--- config.mk ---
export PLATFORM = sky130hd
export DESIGN_NAME = json_quoted_string_unescaper
export DESIGN_NICKNAME = d
export VERILOG_FILES = /design/src/rtl/jsu_pkg.sv /design/src/rtl/json_quoted_string_unescaper.sv /design/src/rtl/jsu_step.sv /design/src/rtl/jsu_out_fifo.sv
export SDC_FILE = /design/constraint.sdc
export NUM_CORES = 1
export LEC_CHECK = 0
export BUFFER_PORTS_ARGS = -buffer_cell sky130_fd_sc_hd__buf_4
export CAP_MARGIN = 25
export CORE_MARGIN = 5
export CORE_UTILIZATION = 40
export DETAILED_ROUTE_END_ITERATION = 6
export PLACE_DENSITY = 0.54
export SYNTH_ARGS = -nofsm -noshare
export SYNTH_HDL_FRONTEND = slang
export SYNTH_SLANG_ARGS = --single-unit
--- constraint.sdc ---
create_clock -name clk_i -period 7.7 [get_ports clk_i]
set_input_delay 1.925 -clock clk_i [delete_from_list [all_inputs] [get_ports clk_i]]
set_output_delay 1.925 -clock clk_i [all_outputs]
set_load 0.1 [all_outputs]
--- src/rtl/jsu_pkg.sv ---
`timescale 1ns / 1ps
// Shared types, codes and character constants for the JSON string unescaper.
// No dependencies; used by jsu_step, jsu_out_fifo, the top level and the checker.
package jsu_pkg;

  typedef enum logic [1:0] {
    PH_IDLE = 2'd0,
    PH_STR  = 2'd1,
    PH_ESC  = 2'd2
  } phase_e;

  typedef enum logic [2:0] {
    ST_DATA   = 3'd0,
    ST_QUOTE  = 3'd1,
    ST_SRCEND = 3'd2,
    ST_TRUNC  = 3'd3,
    ST_NOTSTR = 3'd4
  } status_e;

  localparam logic [7:0] CH_NUL   = 8'h00;
  localparam logic [7:0] CH_BS    = 8'h08;
  localparam logic [7:0] CH_TAB   = 8'h09;
  localparam logic [7:0] CH_LF    = 8'h0A;
  localparam logic [7:0] CH_VT    = 8'h0B;
  localparam logic [7:0] CH_FF    = 8'h0C;
  localparam logic [7:0] CH_CR    = 8'h0D;
  localparam logic [7:0] CH_SPACE = 8'h20;
  localparam logic [7:0] CH_QUOTE = 8'h22;
  localparam logic [7:0] CH_SLASH = 8'h2F;
  localparam logic [7:0] CH_BSLSH = 8'h5C;
  localparam logic [7:0] CH_LC_B  = 8'h62;
  localparam logic [7:0] CH_LC_F  = 8'h66;
  localparam logic [7:0] CH_LC_N  = 8'h6E;
  localparam logic [7:0] CH_LC_R  = 8'h72;
  localparam logic [7:0] CH_LC_T  = 8'h74;

  localparam logic [15:0] MaxLenReset = 16'd255;

  // Result queue depth; room for two words is needed to take an input word.
  localparam int unsigned QDepth = 4;

  typedef struct packed {
    status_e    status;
    logic       is_end;
    logic [7:0] out_byte;
  } result_t;

  // Everything one input word produces.
  typedef struct packed {
    logic [1:0] n;
    result_t    r0;
    result_t    r1;
  } step_t;

  function automatic result_t mk_data(input logic [7:0] b);
    result_t r;
    r.status   = ST_DATA;
    r.is_end   = 1'b0;
    r.out_byte = b;
    return r;
  endfunction

  function automatic result_t mk_term(input status_e st);
    result_t r;
    r.status   = st;
    r.is_end   = 1'b1;
    r.out_byte = CH_NUL;
    return r;
  endfunction

endpackage

--- src/rtl/json_quoted_string_unescaper.sv ---
`timescale 1ns / 1ps
// Top level of the JSON quoted-string unescaper: parser state, cap register,
// decode (jsu_step) and result queue (jsu_out_fifo). Uses jsu_pkg.
//
//   channel   direction  tdata          tuser         tlast
//   s_axis    in         [7:0] in_byte  [0] first     -
//   m_axis    out        [7:0] out_byte [2:0] status  is_end
//   cfg       in         [15:0] max_length (write on cfg_we_i)
//
// One source word is taken per cycle while s_axis_tready is high; its results land
// in the queue on the same edge and show at m_axis once earlier entries have left.
// A word that yields two results (escape passed through, escape then end)
// fills two queue entries; s_axis_tready drops while the four-entry
// queue has room for fewer than two words.
// Reset clears parser state and the queue and sets max_length to 255.
module json_quoted_string_unescaper (
  input  logic        clk_i,
  input  logic        rst_ni,
  input  logic        s_axis_tvalid,
  output logic        s_axis_tready,
  input  logic [7:0]  s_axis_tdata,   // [7:0] in_byte
  input  logic        s_axis_tuser,   // [0] first
  output logic        m_axis_tvalid,
  input  logic        m_axis_tready,
  output logic [7:0]  m_axis_tdata,   // [7:0] out_byte
  output logic        m_axis_tlast,   // is_end
  output logic [2:0]  m_axis_tuser,   // [2:0] status
  input  logic        cfg_we_i,
  input  logic [15:0] cfg_wdata_i
);

  jsu_pkg::phase_e  phase_q, phase_d;
  logic [15:0]      count_q, count_d;
  logic [15:0]      max_len_q;
  jsu_pkg::step_t   step;
  jsu_pkg::result_t head;
  logic             in_accept;
  logic             room;
  logic [1:0]       push_n;

  assign s_axis_tready = room;
  assign in_accept     = s_axis_tvalid && room;
  assign push_n        = in_accept ? step.n : 2'd0;

  jsu_step u_step (
    .phase_i   (phase_q),
    .count_i   (count_q),
    .max_len_i (max_len_q),
    .in_byte_i (s_axis_tdata),
    .first_i   (s_axis_tuser),
    .step_o    (step),
    .phase_o   (phase_d),
    .count_o   (count_d)
  );

  jsu_out_fifo u_fifo (
    .clk_i    (clk_i),
    .rst_ni   (rst_ni),
    .push_n_i (push_n),
    .push0_i  (step.r0),
    .push1_i  (step.r1),
    .pop_i    (m_axis_tvalid && m_axis_tready),
    .head_o   (head),
    .valid_o  (m_axis_tvalid),
    .room_o   (room)
  );

  assign m_axis_tdata = head.out_byte;
  assign m_axis_tlast = head.is_end;
  assign m_axis_tuser = head.status;

  always_ff @(posedge clk_i or negedge rst_ni) begin
    if (!rst_ni) begin
      phase_q   <= jsu_pkg::PH_IDLE;
      count_q   <= '0;
      max_len_q <= jsu_pkg::MaxLenReset;
    end else begin
      if (in_accept) begin
        phase_q <= phase_d;
        count_q <= count_d;
      end
      if (cfg_we_i) begin
        max_len_q <= cfg_wdata_i;
      end
    end
  end

endmodule

--- src/rtl/jsu_step.sv ---
`timescale 1ns / 1ps
// Per-word decode: results and next parser state for one source byte.
// Pure combinational; uses jsu_pkg.
module jsu_step (
  input  jsu_pkg::phase_e phase_i,
  input  logic [15:0]     count_i,
  input  logic [15:0]     max_len_i,
  input  logic [7:0]      in_byte_i,
  input  logic            first_i,
  output jsu_pkg::step_t  step_o,
  output jsu_pkg::phase_e phase_o,
  output logic [15:0]     count_o
);

  logic [15:0] count_inc;
  logic        at_cap;
  logic        at_cap_inc;
  logic        drop_ctrl;
  logic        esc_known;
  logic [7:0]  esc_byte;

  assign count_inc  = count_i + 16'd1;
  assign at_cap     = count_i >= max_len_i;
  assign at_cap_inc = count_inc >= max_len_i;
  assign drop_ctrl  = (in_byte_i < jsu_pkg::CH_SPACE) &&
                      !(in_byte_i inside {jsu_pkg::CH_BS, jsu_pkg::CH_TAB, jsu_pkg::CH_LF,
                                          jsu_pkg::CH_FF, jsu_pkg::CH_CR});

  always_comb begin
    esc_known = 1'b1;
    esc_byte  = in_byte_i;
    case (in_byte_i)
      jsu_pkg::CH_QUOTE: esc_byte = jsu_pkg::CH_QUOTE;
      jsu_pkg::CH_BSLSH: esc_byte = jsu_pkg::CH_BSLSH;
      jsu_pkg::CH_SLASH: esc_byte = jsu_pkg::CH_SLASH;
      jsu_pkg::CH_LC_B:  esc_byte = jsu_pkg::CH_BS;
      jsu_pkg::CH_LC_F:  esc_byte = jsu_pkg::CH_FF;
      jsu_pkg::CH_LC_N:  esc_byte = jsu_pkg::CH_LF;
      jsu_pkg::CH_LC_R:  esc_byte = jsu_pkg::CH_CR;
      jsu_pkg::CH_LC_T:  esc_byte = jsu_pkg::CH_TAB;
      default:           esc_known = 1'b0;
    endcase
  end

  always_comb begin
    step_o.n  = 2'd0;
    step_o.r0 = jsu_pkg::mk_data(in_byte_i);
    step_o.r1 = jsu_pkg::mk_data(in_byte_i);
    phase_o   = phase_i;
    count_o   = count_i;
    if (first_i) begin
      count_o = 16'd0;
      if (in_byte_i == jsu_pkg::CH_QUOTE) begin
        phase_o = jsu_pkg::PH_STR;
      end else begin
        step_o.n  = 2'd1;
        step_o.r0 = jsu_pkg::mk_term(jsu_pkg::ST_NOTSTR);
        phase_o   = jsu_pkg::PH_IDLE;
      end
    end else begin
      case (phase_i)
        jsu_pkg::PH_STR: begin
          if (in_byte_i == jsu_pkg::CH_QUOTE) begin
            step_o.n  = 2'd1;
            step_o.r0 = jsu_pkg::mk_term(jsu_pkg::ST_QUOTE);
            phase_o   = jsu_pkg::PH_IDLE;
          end else if (in_byte_i == jsu_pkg::CH_NUL) begin
            step_o.n  = 2'd1;
            step_o.r0 = jsu_pkg::mk_term(jsu_pkg::ST_SRCEND);
            phase_o   = jsu_pkg::PH_IDLE;
          end else if (at_cap) begin
            step_o.n  = 2'd1;
            step_o.r0 = jsu_pkg::mk_term(jsu_pkg::ST_TRUNC);
            phase_o   = jsu_pkg::PH_IDLE;
          end else if (drop_ctrl) begin
            step_o.n = 2'd0;
          end else if (in_byte_i == jsu_pkg::CH_BSLSH) begin
            phase_o = jsu_pkg::PH_ESC;
          end else begin
            step_o.n = 2'd1;
            count_o  = count_inc;
          end
        end
        jsu_pkg::PH_ESC: begin
          step_o.r0 = jsu_pkg::mk_data(jsu_pkg::CH_BSLSH);
          count_o   = count_inc;
          if (esc_known) begin
            step_o.n  = 2'd1;
            step_o.r0 = jsu_pkg::mk_data(esc_byte);
            phase_o   = jsu_pkg::PH_STR;
          end else if (in_byte_i == jsu_pkg::CH_NUL) begin
            // backslash then end of source: keep the backslash, then close
            step_o.n  = 2'd2;
            step_o.r1 = jsu_pkg::mk_term(jsu_pkg::ST_SRCEND);
            phase_o   = jsu_pkg::PH_IDLE;
          end else if (at_cap_inc) begin
            step_o.n  = 2'd2;
            step_o.r1 = jsu_pkg::mk_term(jsu_pkg::ST_TRUNC);
            phase_o   = jsu_pkg::PH_IDLE;
          end else begin
            step_o.n  = 2'd2;
            count_o   = count_i + 16'd2;
            phase_o   = jsu_pkg::PH_STR;
          end
        end
        default: begin
          step_o.n = 2'd0;
        end
      endcase
    end
  end

endmodule

--- src/rtl/jsu_out_fifo.sv ---
`timescale 1ns / 1ps
// Result queue: takes up to two result words per cycle, hands out one.
// Uses jsu_pkg for the result type and depth.
module jsu_out_fifo (
  input  logic             clk_i,
  input  logic             rst_ni,
  input  logic [1:0]       push_n_i,
  input  jsu_pkg::result_t push0_i,
  input  jsu_pkg::result_t push1_i,
  input  logic             pop_i,
  output jsu_pkg::result_t head_o,
  output logic             valid_o,
  output logic             room_o
);

  localparam int unsigned PtrW = $clog2(jsu_pkg::QDepth);
  localparam int unsigned CntW = $clog2(jsu_pkg::QDepth + 1);

  jsu_pkg::result_t slot_q [jsu_pkg::QDepth];
  logic [PtrW-1:0]  wr_ptr_q, wr_ptr_d;
  logic [PtrW-1:0]  rd_ptr_q, rd_ptr_d;
  logic [CntW-1:0]  cnt_q, cnt_d;
  logic [PtrW-1:0]  wr_ptr_nxt;

  assign wr_ptr_nxt = wr_ptr_q + PtrW'(1);
  assign valid_o    = cnt_q != '0;
  assign room_o     = cnt_q <= CntW'(jsu_pkg::QDepth - 2);
  assign head_o     = slot_q[rd_ptr_q];

  always_comb begin
    wr_ptr_d = wr_ptr_q + PtrW'(push_n_i);
    rd_ptr_d = rd_ptr_q + PtrW'(pop_i);
    cnt_d    = cnt_q + CntW'(push_n_i) - CntW'(pop_i);
  end

  always_ff @(posedge clk_i or negedge rst_ni) begin
    if (!rst_ni) begin
      wr_ptr_q <= '0;
      rd_ptr_q <= '0;
      cnt_q    <= '0;
    end else begin
      wr_ptr_q <= wr_ptr_d;
      rd_ptr_q <= rd_ptr_d;
      cnt_q    <= cnt_d;
    end
  end

  always_ff @(posedge clk_i) begin
    if (push_n_i != 2'd0) begin
      slot_q[wr_ptr_q] <= push0_i;
    end
    if (push_n_i == 2'd2) begin
      slot_q[wr_ptr_nxt] <= push1_i;
    end
  end

endmodule

# == Yosys cells after proc, flatten, opt, wreduce, memory -nomap -nowiden ==
# Memories as Yosys holds them, arrays and structs flattened.
# Index checks and enable logic that the tools add are counted.
# totals
regBits,41
latchBits,0
mem_bits_rw,48
mem_bits_ro,0
inputBits,30
output_inout_bits,14
elab_cells,98
memories,1
# op_classes
addsub,7
multipliers,0
div_mod_pow,0
magnitude_cmp,4
n_eq_ne,23
n_shift,0
n_mux,45
bitwise,0
reduce_logical,12
# mem_list
memory,words,width,read_ports,rd_clocked_by_memory_dff,write_ports,line,source
u_fifo.slot_q,4,12,1,0,2,jsu_out_fifo.sv:19,jsu_pkg::result_t slot_q [jsu_pkg::QDepth];
# ops
cell,count
16-bit two-way mux,9
8-bit case mux with 8 select lines,1
"8-bit by 7-bit equality test with 1-bit output, second input constant",6
12-bit two-way mux,4
14-bit two-way mux,3
"8-bit by 4-bit equality test with 1-bit output, second input constant",5
16-bit >= comparator,2
16-bit case mux with 2 select lines,1
12-bit case mux with 2 select lines,1
11-bit two-way mux,2
2-bit two-way mux,11
"16-bit by 1-bit adder with 16-bit output, second input constant",1
"16-bit by 2-bit adder with 16-bit output, second input constant",1
"8-bit by 6-bit equality test with 1-bit output, second input constant",2
"3-bit != test, second input constant",5
13-bit two-way mux,1
1-bit two-way mux,9
8-bit zero test,1
"8-bit by 6-bit less-than comparator with 1-bit output, second input constant",1
8-bit two-way mux,1
2-bit case mux with 2 select lines,2
8-bit OR reduction,1
7-bit AND reduction,1
"6-bit by 2-bit != test with 1-bit output, second input constant",1
15 further kinds,19

# == Longest topological paths before layout ==
# Gate-level depths: netlist (run 1).
# logic_depth
word_depth,14
ltp_mapped,19

# == By module ==
# From an unflattened synthesis (run 1), not the netlist that was laid out.
# unflattened
cells_unflattened,627
area_unflattened_um2,6949.2
# by_module_without_submodules
module,instances,cells_per_inst,area_each_um2,seq_area_each_um2
jsu_out_fifo,1,153,2929.1,1616.6
jsu_step,1,399,2670.1,0.0
json_quoted_string_unescaper,1,75,1350.0,860.8

# == Worst setup path before layout (run 1) ==
# OpenSTA, ideal clock, no wires.
# synth_path
kind,input port to flip-flop
from,input s_axis_tdata[3]
to,memory u_fifo.slot_q[1][0] in the netlist's numbering (enable)
setup_time_ns,0.345
arrival_time_ns,4.016
required_ns,7.355
path_slack_ns,3.339
stages,8
path_buffers,2
path_cell_list,buf_2 -> nor4b_4 -> nand3_2 -> a222oi_1 -> o21ai_2 -> or4_4 -> buf_6 -> nand2_1
# synth_rtl
item,line,source
start: declaration,json_quoted_string_unescaper.sv:21,"input logic [7:0] s_axis_tdata,"
end: declaration,jsu_out_fifo.sv:19,

# == Final worst setup path (run 1) ==
# layout_path
from,register count_q[2]
to,register count_q[14]
# layout_between
elab_chain_cells,8
# layout_lines
item,line,source
start: declaration,json_quoted_string_unescaper.sv:33,"logic [15:0] count_q, count_d;"
start signal: assignment,json_quoted_string_unescaper.sv:80,count_q <= count_d;
"parallel branches: the longest is 8 deep, another holds 16-bit by 1-bit adder with 16-bit output",n/a,
# Parallel ways; which one is timed is not known. The select of a mux whose other input is x is not followed.
# A chain may end at the register's enable or synchronous reset.

==> results.toml, run 1 <==
[logic_synthesis]
synth_adder_area_share = 0.0912
synth.distinct_cells = 74
synth_top_family_by_area = "compound AO/OA/AOI/OAI gates"
yosysWarningCount = 0
synth-simple-area-share = 0.167
synth_compound_area_frac = 0.188
mappedNetlistArea_um2 = 5840
synth-seq-cells = 89
synth.area.mux_share = 0.0572
synth-xor-area-share = 0.0315
synth_fp_nets = 654
synthFlopType = "edfxtp_1"
netlist_instances = 582
synth-seq-area-share = 0.417
syn_avg_cell_area_um2 = 10.0
ys_async_sr_fraction = 0.461
synth_edf_count = 44

[status]
status = "completed"

[cts]
post_cts_resized = 0
insertion_delay_ns = 0.36
clock-root-buffer = "clkbuf_16"
post_cts_buffers = 0
clock_path_buffers = 2
hold_buffers = 0
cts_tree = "yes"
clk_pin_slew_ns = 0.07
clkSinkCount = 89
h-tree-depth = 3
numCtsBuffers = 9

[global_routing]
grt_pass1_wl_mm = 25.2
first_global_vias = 4642
grt-ovfl-total = 0
grtUsageTotal = 0.192
antenna_found_initial = 0
grt_max_degree = 42

[critical_path]
cp-start-kind = "register"
cp_common_cell = "and3_1"
cp_top_family = "simple AND/OR/NAND/NOR gates"
worst-path-buf-inv = 0
critPathCaptureType = "register"
cp_max_fo = 10
path_cells = "ha_1, nand3_1, nor2_1, and3_1, and3_1, and3_1, nand2_1, xnor2_1, ha_1, a211oi_1, o211ai_1, a221oi_1, o21ai_0, nor3_4, mux2i_1, nor2b_1, o211ai_1"
cpPeakStageDelay_ns = 0.61
cp_slowest_cell = "mux2i_1"
critPathKind = "register to register"
cp.required_ns = 7.93
crit_arrival_ns = 5.41

[layout]
fillerInstances = 1363
layout.nets = 681
drive_gt1_frac = 0.184
final_cells = 798
antennaDiodeCount = 0
syn_to_final_growth_pct = 12.5

[detailed_routing]
firstDrtPassIters = 4
avgViaCountPerCell = 5.92
num_vias = 4727
drt_iter0_drc = 428
ant_nets = 0
routed_wl_mm = 15.8
drc = 0
wl_per_cell_um = 19.8

[timing]
fmax_mhz = 193
rsz0062_at_grt = "false"
setup_viol = 0
slew_headroom = 0.316
skew_ns = 0.00809
min_period_ns = 5.18
period_share = 0.673
whs_ns = 0.496
setup_slack_ns = 2.52
hold_viol = 0
setup-tns-final_ns = 0
tightest_slew_ns = 1.03
drv_slew = 0

[place]
port_buffers = 43
dp.cells = 782
dp_hpwl_mm = 11.6
place_congestion = 0.875
pre_cts_ws_ns = 2.58

[die]
die_h_um = 131
std_cell_rows = 44
ios = 44
die_w_um = 131
dieArea_um2 = 17100
start_util = 0.405
core_um2 = 14400

[job]
maxCapViolCount = 0

[power]
peakVddDrop_uv = 105
p_per_area_nw_per_um2 = 311
p_leak_nw = 2.61

[hold_path]
hold_class = "register to register"
## final cells by class
class | count | area (um2) | share of cell area
clock buffers | 9 | 225 | 0.0343
clock inverters | 7 | 70.1 | 0.0107
inverters | 33 | 124 | 0.0188
multi-input cells | 428 | 3130 | 0.476
flip-flops and latches | 89 | 2440 | 0.371
well taps | 184 | 230 | 0.0350
repair buffers | 48 | 360 | 0.0548
## cell usage after synthesis (12+ instances only)
master,instances,area [um2]
dfrtp_1,33,826
ha_1,41,513
mux4_2,12,270
clkbuf_1,12,45.0
edfxtp_1,44,1320
xnor2_1,14,123
buf_2,16,80.1
o22ai_1,35,219
nand3_1,16,80.1
a21oi_1,17,85.1
nor2_1,27,101
inv_1,33,124
nand2_1,70,263
o21ai_0,39,195
## per-layer routing
layer  wire, um  track usage
met1       7030        0.257
met2       7740        0.318
met3        833       0.0402
met4        224       0.0526
met5          0            0
## per-stage QoR
stage / total power, W / utilization / instance area (um2)
after floorplan: 0.00140 / - / 5840
after global placement: 0.00160 / 0.435 / 6280
after detailed placement: 0.00162 / 0.435 / 6280
after CTS: 0.00206 / 0.456 / 6580
after global routing: 0.00216 / 0.456 / 6580
final: 0.00204 / 0.456 / 6580
## worst paths after layout
kind	start	end	slack [ns]	depth (start not counted)
worst max-delay path	count_q[2]	count_q[14]	2.52	17
worst min-delay path	u_fifo.slot_q[3][11]	u_fifo.slot_q[3][11]	0.50	1
worst max register to register	count_q[2]	count_q[14]	2.52	17
worst min register to register	u_fifo.slot_q[3][11]	u_fifo.slot_q[3][11]	0.50	1
max in group asynchronous	rst_ni	u_fifo.rd_ptr_q[1]	5.76	1
min in group asynchronous	rst_ni	max_len_q[13]	1.56	1
## cells in the final DEF (no fill, tap or decap), types with 3 or more instances in the layout
cell type  instances
a211oi_1           6
a21oi_1           17
a22oi_1            4
a31oi_1            4
and2_1             8
and3_1            11
buf_4             48
clkbuf_16          9
dfrtp_1           33
dfstp_2            8
dfxtp_1            4
edfxtp_1          44
ha_1              41
inv_1             33
inv_6              3
mux2_2             3
mux2i_1            3
mux4_2            12
nand2_1           70
nand2b_1           4
nand3_1           16
nand3b_1           3
nand4_1            7
nand4b_1           3
nor2_1            27
nor2b_1            7
nor3_1             8
nor3b_1            3
nor4_1             3
o2111ai_1          3
o211ai_1           9
o21ai_0           39
o22ai_1           35
o22ai_2            9
o31ai_1            7
xnor2_1           14
xor2_1             7
## power breakdown
group / internal (W) / leakage, nW / switching (W)
clock network: 0.000228 / 0.142 / 0.000209
logic: 0.000295 / 1.50 / 0.000641
registers: 0.000572 / 0.968 / 0.0000990
## kinds of logic (layout without fill, tap and decap cells)
logic type	Yosys count	count (layout)
compound gates	160	160
mux	18	18
fa+ha+maj	42	42
xor+xnor	21	21
flops	89	89
simple gates	187	187
buf+inv	65	97
## worst reg2reg max path: stages, from the launching register on
cell and delay (ns):
dfrtp_1 0.52, ha_1 0.34, nand3_1 0.13, nor2_1 0.18
and3_1 0.25, and3_1 0.24, and3_1 0.26, nand2_1 0.09
xnor2_1 0.15, ha_1 0.20, a211oi_1 0.20, o211ai_1 0.14
a221oi_1 0.49, o21ai_0 0.43, nor3_4 0.51, mux2i_1 0.61
nor2b_1 0.22, o211ai_1 0.09
## sequential cells by signal, summed over array words and instances, names as in the netlist
| signal | flops |
|---|---|
| u_fifo.slot_q | 48 |
| count_q | 16 |
| max_len_q | 16 |
| u_fifo.cnt_q | 3 |
| phase_q | 2 |
| u_fifo.rd_ptr_q | 2 |
| u_fifo.wr_ptr_q | 2 |
No activity file was read; power rests on OpenSTA's default activity.
==> inputs of run 2 (changes only) <==
--- a/config.mk
+++ b/config.mk
@@ -10,7 +10,7 @@
 export CORE_MARGIN = 5
 export CORE_UTILIZATION = 40
 export DETAILED_ROUTE_END_ITERATION = 6
-export PLACE_DENSITY = 0.54
+export PLACE_DENSITY = 0.56
 export SYNTH_ARGS = -nofsm -noshare
 export SYNTH_HDL_FRONTEND = slang
 export SYNTH_SLANG_ARGS = --single-unit
==> constraint.sdc (replaced) <==
create_clock -name clk_i -period 4.18 [get_ports clk_i]
set_input_delay 1.045 -clock clk_i [delete_from_list [all_inputs] [get_ports clk_i]]
set_output_delay 1.045 -clock clk_i [all_outputs]
set_load 0.1 [all_outputs]
==> run 2 against run 1 <==
  * Utilization up 1.1 points
  * Design area up 2.4%
  * Sequential cell count unchanged
  * Clock-buffer cell count up 1
  * Highest routed layer unchanged
  * Fmax grew 32%
  * Clock skew is 0.00090 ns lower
  * Largest cell class unchanged
  * Clock power grew 88%
  * Non-clock buffer count is 20 higher
==> results.toml, run 2 (synthesis gave the netlist of run 1 again) <==
[status]
status = "completed"

[power]
pwr-share-comb = 0.475
switching_share = 0.448
clkPwrFrac = 0.215
p_leak_nw = 2.70
power_switching_w = 0.00172
p_per_area_nw_per_um2 = 569
pwr-share-seq = 0.310
peakVddDrop_uv = 234
internal_power_w = 0.00212

[die]
ios = 44
start_util = 0.405
dieArea_um2 = 17100
die_w_um = 131
die_h_um = 131
std_cell_rows = 44
core_um2 = 14400

[cts]
insertion_delay_ns = 0.36
h-tree-depth = 3
hold_buffers = 0
cts_tree = "yes"
clock-root-buffer = "clkbuf_16"
numCtsBuffers = 9
clk_pin_slew_ns = 0.07
clock_path_buffers = 2
clkSinkCount = 89

[detailed_routing]
avgViaCountPerCell = 5.81
wl_per_cell_um = 18.5
firstDrtPassIters = 5
routed_wl_mm = 15.1
drt_iter0_drc = 204
drc = 0
num_vias = 4756
ant_nets = 0

[layout]
multi_input_area_um2 = 3140
fin_util = 0.467
final_cells = 818
top_register = "u_fifo.slot_q"
layout_commonest_cell = "nand2_1"
seq_area_um2 = 2440
syn_to_final_growth_pct = 15.2
largest_reg_flops = 48
final_cell_mix = "nand2_1 (70), buf_4 (68), edfxtp_1 (44)"
top_regs = "u_fifo.slot_q: 48 flops, count_q: 16 flops, max_len_q: 16 flops"
antennaDiodeCount = 0
layout.nets = 701
fillerInstances = 1382
drive_gt1_frac = 0.210

[place]
dp.cells = 801
port_buffers = 43
place_congestion = 0.881
dp_hpwl_mm = 10.8

[global_routing]
grtUsageTotal = 0.186
grt_pass1_wl_mm = 24.8
grt-ovfl-total = 0
grt_max_degree = 42
first_global_vias = 4883
antenna_found_initial = 0

[critical_path]
r2r-start = "count_q[1]"
reg2regPathDepth = 18
r2r-end = "count_q[14]"
crit_arrival_ns = 4.16
reg2reg_setup_slack_ns = 0.25
critPathKind = "register to register"
cp.required_ns = 4.41
cp-start-kind = "register"
critPathCaptureType = "register"
cp_max_fo = 8

[hold_path]
min_to = "u_fifo.slot_q[2][11]"
hp-start = "u_fifo.slot_q[2][11]"
hold_class = "register to register"
min_path_cells = 2

[timing]
setup_viol = 0
min_period_ns = 3.93
fmax_mhz = 254
whs_ns = 0.487
drv_slew = 0
skew_ns = 0.00719
period_share = 0.941
hold_viol = 0
slew_headroom = 0.445
tightest_slew_ns = 0.833

[job]
maxCapViolCount = 0
-- run 2: cell count changes in the layout (fill, tap and decap cells not counted) --
cell        delta
buf_4         +20
clkinvlp_4     +1
bufinv_16      +1
o21ai_0        -1
inv_8          -1
clkbuf_1       +1
clkinv_8       -1
o21ai_2        +1
mux2i_1        -1
clkinv_1       +1
inv_6          -2
mux2i_2        +1
-- run 2: metal layers --
metal | up-vias | GRT usage | part of all wire | routed length [um]
met3 | 20 | 0.0370 | 0.040 | 603
met5 | - | 0 | 0 | 0
li1 | 2274 | - | - | -
met1 | 2341 | 0.212 | 0.41 | 6250
met4 | 0 | 0.0647 | 0.018 | 274
met2 | 121 | 0.345 | 0.53 | 7980
-- run 2: stage by stage --
step                      instance area, um2  total power, W  setup TNS, ns  worst slack, ns
after global routing                    6730         0.00406        -0.0614          -0.0444
after detailed placement                6420         0.00302              0           0.0162
final                                   6730         0.00383              0            0.247
after floorplan                         5840         0.00258              0            0.108
after global placement                  6420         0.00300              0            0.154
after CTS                               6720         0.00385              0           0.0212
-- run 2: power by group through the flow --
stage / Clock, W / Sequential (W) / Combinational [W]
2_1_floorplan: 0 / 0.00115 / 0.00143
3_3_place_gp: 0 / 0.00120 / 0.00179
3_5_place_dp: 0 / 0.00121 / 0.00181
4_1_cts: 0.000834 / 0.00119 / 0.00182
5_1_grt: 0.000864 / 0.00121 / 0.00198
6_report: 0.000823 / 0.00119 / 0.00182
-- run 2: area by class of cell --
| type | count | area share |
|---|---|---|
| Clock inverter | 6 | 0.00985 |
| Clock buffer | 10 | 0.0340 |
| Inverter | 33 | 0.0184 |
| Tap cell | 184 | 0.0342 |
| Timing Repair Buffer | 68 | 0.0758 |
| Sequential cell | 89 | 0.362 |
| Multi-Input combinational cell | 428 | 0.466 |
-- run 2: timing repair --
| action | in CTS | in global routing |
|---|---|---|
| pin swaps | 0 | 1 |
| endpoints found under the setup margin | 1 | 55 |
| setup buffers | 0 | 1 |
| cloned | 0 | 0 |
| gates resized for setup | 1 | 2 |
-- run 2: how the worst max path moves through the flow --
| stage | startpoint | endpoint | slack [ns] | cells past startpoint |
|---|---|---|---|---|
| global placement | count_q[1] | count_q[14] | 0.15 | 17 |
| global route | count_q[1] | count_q[14] | -0.04 | 18 |
| floorplan | count_q[2] | u_fifo.slot_q[2][6] | 0.11 | 19 |
| CTS | count_q[2] | u_fifo.slot_q[3][1] | 0.02 | 17 |
| detailed placement | count_q[2] | count_q[14] | 0.02 | 17 |
| finish | count_q[1] | count_q[14] | 0.25 | 18 |
-- run 2: critical path: stages, from the launching register on --
cell	delay [ns]
dfrtp_1	0.36
ha_1	0.17
nand3_1	0.09
nor2_1	0.16
and3_1	0.20
and3_1	0.22
and3_1	0.25
nand2_1	0.09
xnor2_1	0.13
ha_1	0.21
a211oi_1	0.19
o211ai_1	0.13
a221oi_1	0.38
o21ai_2	0.19
nor3_4	0.20
buf_4	0.18
mux2i_2	0.39
nor2b_1	0.20
o211ai_1	0.09
==> inputs of run 3 (changes only) <==
--- a/config.mk
+++ b/config.mk
@@ -13,4 +13,5 @@
 export PLACE_DENSITY = 0.56
 export SYNTH_ARGS = -nofsm -noshare
 export SYNTH_HDL_FRONTEND = slang
+export SYNTH_HIERARCHICAL = 1
 export SYNTH_SLANG_ARGS = --single-unit
==> run 3 against run 2 <==
  * Largest cell class unchanged
  * Clock-buffer cell count down 1
  * Utilization down 0.19 points
  * First-iteration DRC count up 79%
  * Fmax up 0.40%
  * Worst hold slack better by 0.015 ns
  * Die area up 17%
  * Sequential cell count unchanged
  * Non-clock buffer count up 29
  * Clock power down 4.0%
  * Routed wire length up 17%
  * Combinational power down 9%
==> results.toml, run 3 <==
[status]
status = "completed"

[critical_path]
cpPeakStageDelay_ns = 0.47
critPathKind = "register to register"
cp.depth = 15
worst-path-buf-inv = 2
crit_arrival_ns = 4.15
crit_start = "count_q[1]"
r2r-start = "count_q[1]"
critPathCaptureType = "register"
cp_top_family = "compound AO/OA/AOI/OAI gates"
cp-start-kind = "register"
cp.required_ns = 4.41
reg2regPathDepth = 15
path_cells = "ha_1, nand4_1, nor2_2, buf_4, xor2_1, ha_1, a21oi_1, o2111ai_1, a31oi_2, nand3b_4, buf_4, mux2i_1, a221oi_1, o32ai_1, mux2_4"
cp_max_fo = 7
cp_slowest_cell = "dfrtp_1"

[power]
p_leak_nw = 3.35
clkPwrFrac = 0.218
internal_power_w = 0.00203
peakVddDrop_uv = 507
switching_share = 0.440
pwr-share-comb = 0.455
pwr-share-seq = 0.328
power_switching_w = 0.00160
p_per_area_nw_per_um2 = 454

[layout]
antennaDiodeCount = 0
fin_util = 0.465
fillerInstances = 1676
drive_gt1_frac = 0.341
largest_reg_flops = 48
finalInstanceArea_um2 = 7990
layout_commonest_cell = "buf_4"
top_regs = "u_fifo/slot_q: 48 flops, count_q: 16 flops, max_len_q: 16 flops"
top_register = "u_fifo/slot_q"
syn_to_final_growth_pct = 14.9
final_cell_mix = "buf_4 (95), mux2_4 (48), edfxtp_1 (48)"
final_cells = 923
layout.nets = 765

[detailed_routing]
ant_nets = 0
drc = 0
avgViaCountPerCell = 5.63
firstDrtPassIters = 5
routed_wl_mm = 17.7
wl_per_cell_um = 19.2
num_vias = 5197
drt_iter0_drc = 365

[cts]
clock_path_buffers = 2
numCtsBuffers = 9
clock-root-buffer = "clkbuf_16"
post_cts_buffers = 0
h-tree-depth = 3
hold_buffers = 0
cts_tree = "yes"
insertion_delay_ns = 0.35
clkSinkCount = 89
clk_pin_slew_ns = 0.07

[die]
dieArea_um2 = 20100
ios = 44
std_cell_rows = 48
core_um2 = 17200
die_w_um = 142
start_util = 0.405
die_h_um = 142

[timing]
slew_headroom = 0.375
tightest_slew_ns = 0.928
drv_slew = 0
setup-tns-final_ns = 0
period_share = 0.937
fmax_mhz = 255
setup_slack_ns = 0.263
min_period_ns = 3.92
rsz0062_at_grt = "false"
setup_viol = 0
skew_ns = 0.00759
hold_viol = 0

[logic_synthesis]
netlist_top_cells_count = "edfxtp_1 (48), mux2_4 (48), nand2_1 (43), ha_1 (41)"
synth_fp_nets = 699
ys_async_sr_fraction = 0.461
synth_area_leaders = "edfxtp_1 (21%), dfrtp_1 (12%), mux2_4 (10%)"
mappedNetlistArea_um2 = 6950
yosysTopAreaCell = "edfxtp_1"
netlist_instances = 627
synthFlopType = "edfxtp_1"
syn_avg_cell_area_um2 = 11.1
synth.distinct_cells = 87
synth-seq-cells = 89
synth_edf_count = 48
yosysWarningCount = 6
synth_top_area_share = 0.207
synth-seq-area-share = 0.356

[place]
pre_cts_ws_ns = 0.141
place_congestion = 0.915
port_buffers = 43
dp.cells = 907
dp_hpwl_mm = 13.1
placed_cell_area_um2 = 7690

[global_routing]
grt_pass1_wl_mm = 28.6
grt-ovfl-total = 0
grt_max_degree = 42
antenna_found_initial = 0
first_global_vias = 5387
grtUsageTotal = 0.180

[hold_path]
min_path_cells = 1
hp-start = "u_fifo/cnt_q[2]"
hold_class = "register to register"

[job]
maxCapViolCount = 0
run 3: path summary, 6_finish.rpt:
| path | end | slack (ns) |
|---|---|---|
| max | count_q[11] | 0.26 |
| min | u_fifo/cnt_q[2] | 0.50 |
| max reg2reg | count_q[11] | 0.26 |
| min reg2reg | u_fifo/cnt_q[2] | 0.50 |
| max in group asynchronous | u_fifo/cnt_q[1] | 3.10 |
| min in group asynchronous | count_q[13] | 0.69 |
run 3: cell type report:
class / count / area (um2) / share of cell area
multi-input combinational: 461 / 4060 / 0.508
sequential: 89 / 2480 / 0.310
timing repair buffer: 97 / 753 / 0.0943
tap: 225 / 282 / 0.0353
clock buffer: 9 / 225 / 0.0282
inverter: 35 / 131 / 0.0165
clock inverter: 7 / 58.8 / 0.00736
run 3: metal layers:
layer / GRT usage / wire length [um]
met1: 0.230 / 7940
met2: 0.308 / 8760
met3: 0.0270 / 626
met4: 0.0667 / 364
met5: 0 / 0
run 3: worst register-to-register path, cell delays in order, from the launching register on:
cell and delay, ns:
dfrtp_1 0.47, ha_1 0.27, nand4_1 0.16, nor2_2 0.23, buf_4 0.16, xor2_1 0.24
ha_1 0.30, a21oi_1 0.23, o2111ai_1 0.25, a31oi_2 0.31, nand3b_4 0.15, buf_4 0.20
mux2i_1 0.14, a221oi_1 0.27, o32ai_1 0.14, mux2_4 0.28
run 3: logic make-up (layout without fill, tap and decap cells):
group,Yosys count,after routing,share of synthesized area
buffers and inverters,77,148,0.0612
adders and majority gates,42,42,0.0767
other,1,1,0.000540
and+or+nand+nor,176,176,0.141
muxes,104,104,0.213
xor gates and xnor gates,23,23,0.0290
DFF,89,89,0.356
AOI/OAI and AO/OA,115,115,0.122
run 3: power by group through the flow:
stage	combinational, W	clock (W)	sequential (W)
3_5_place_dp	0.00165	0	0.00121
3_3_place_gp	0.00163	0	0.00121
6_report	0.00165	0.000790	0.00119
5_1_grt	0.00175	0.000860	0.00121
4_1_cts	0.00166	0.000814	0.00119
2_1_floorplan	0.00135	0	0.00113
run 3: stage by stage:
stage,hold slack (ns),total power [W]
detailed placement,0.496,0.00286
floorplan,0.462,0.00248
CTS,0.509,0.00366
finish,0.502,0.00363
global placement,0.482,0.00284
global route,0.527,0.00382
run 3: what timing repair did:
item	4_1_cts	5_1_grt
endpoints found under the hold margin	0	0
setup endpoints to repair	0	16
resized for setup	0	2
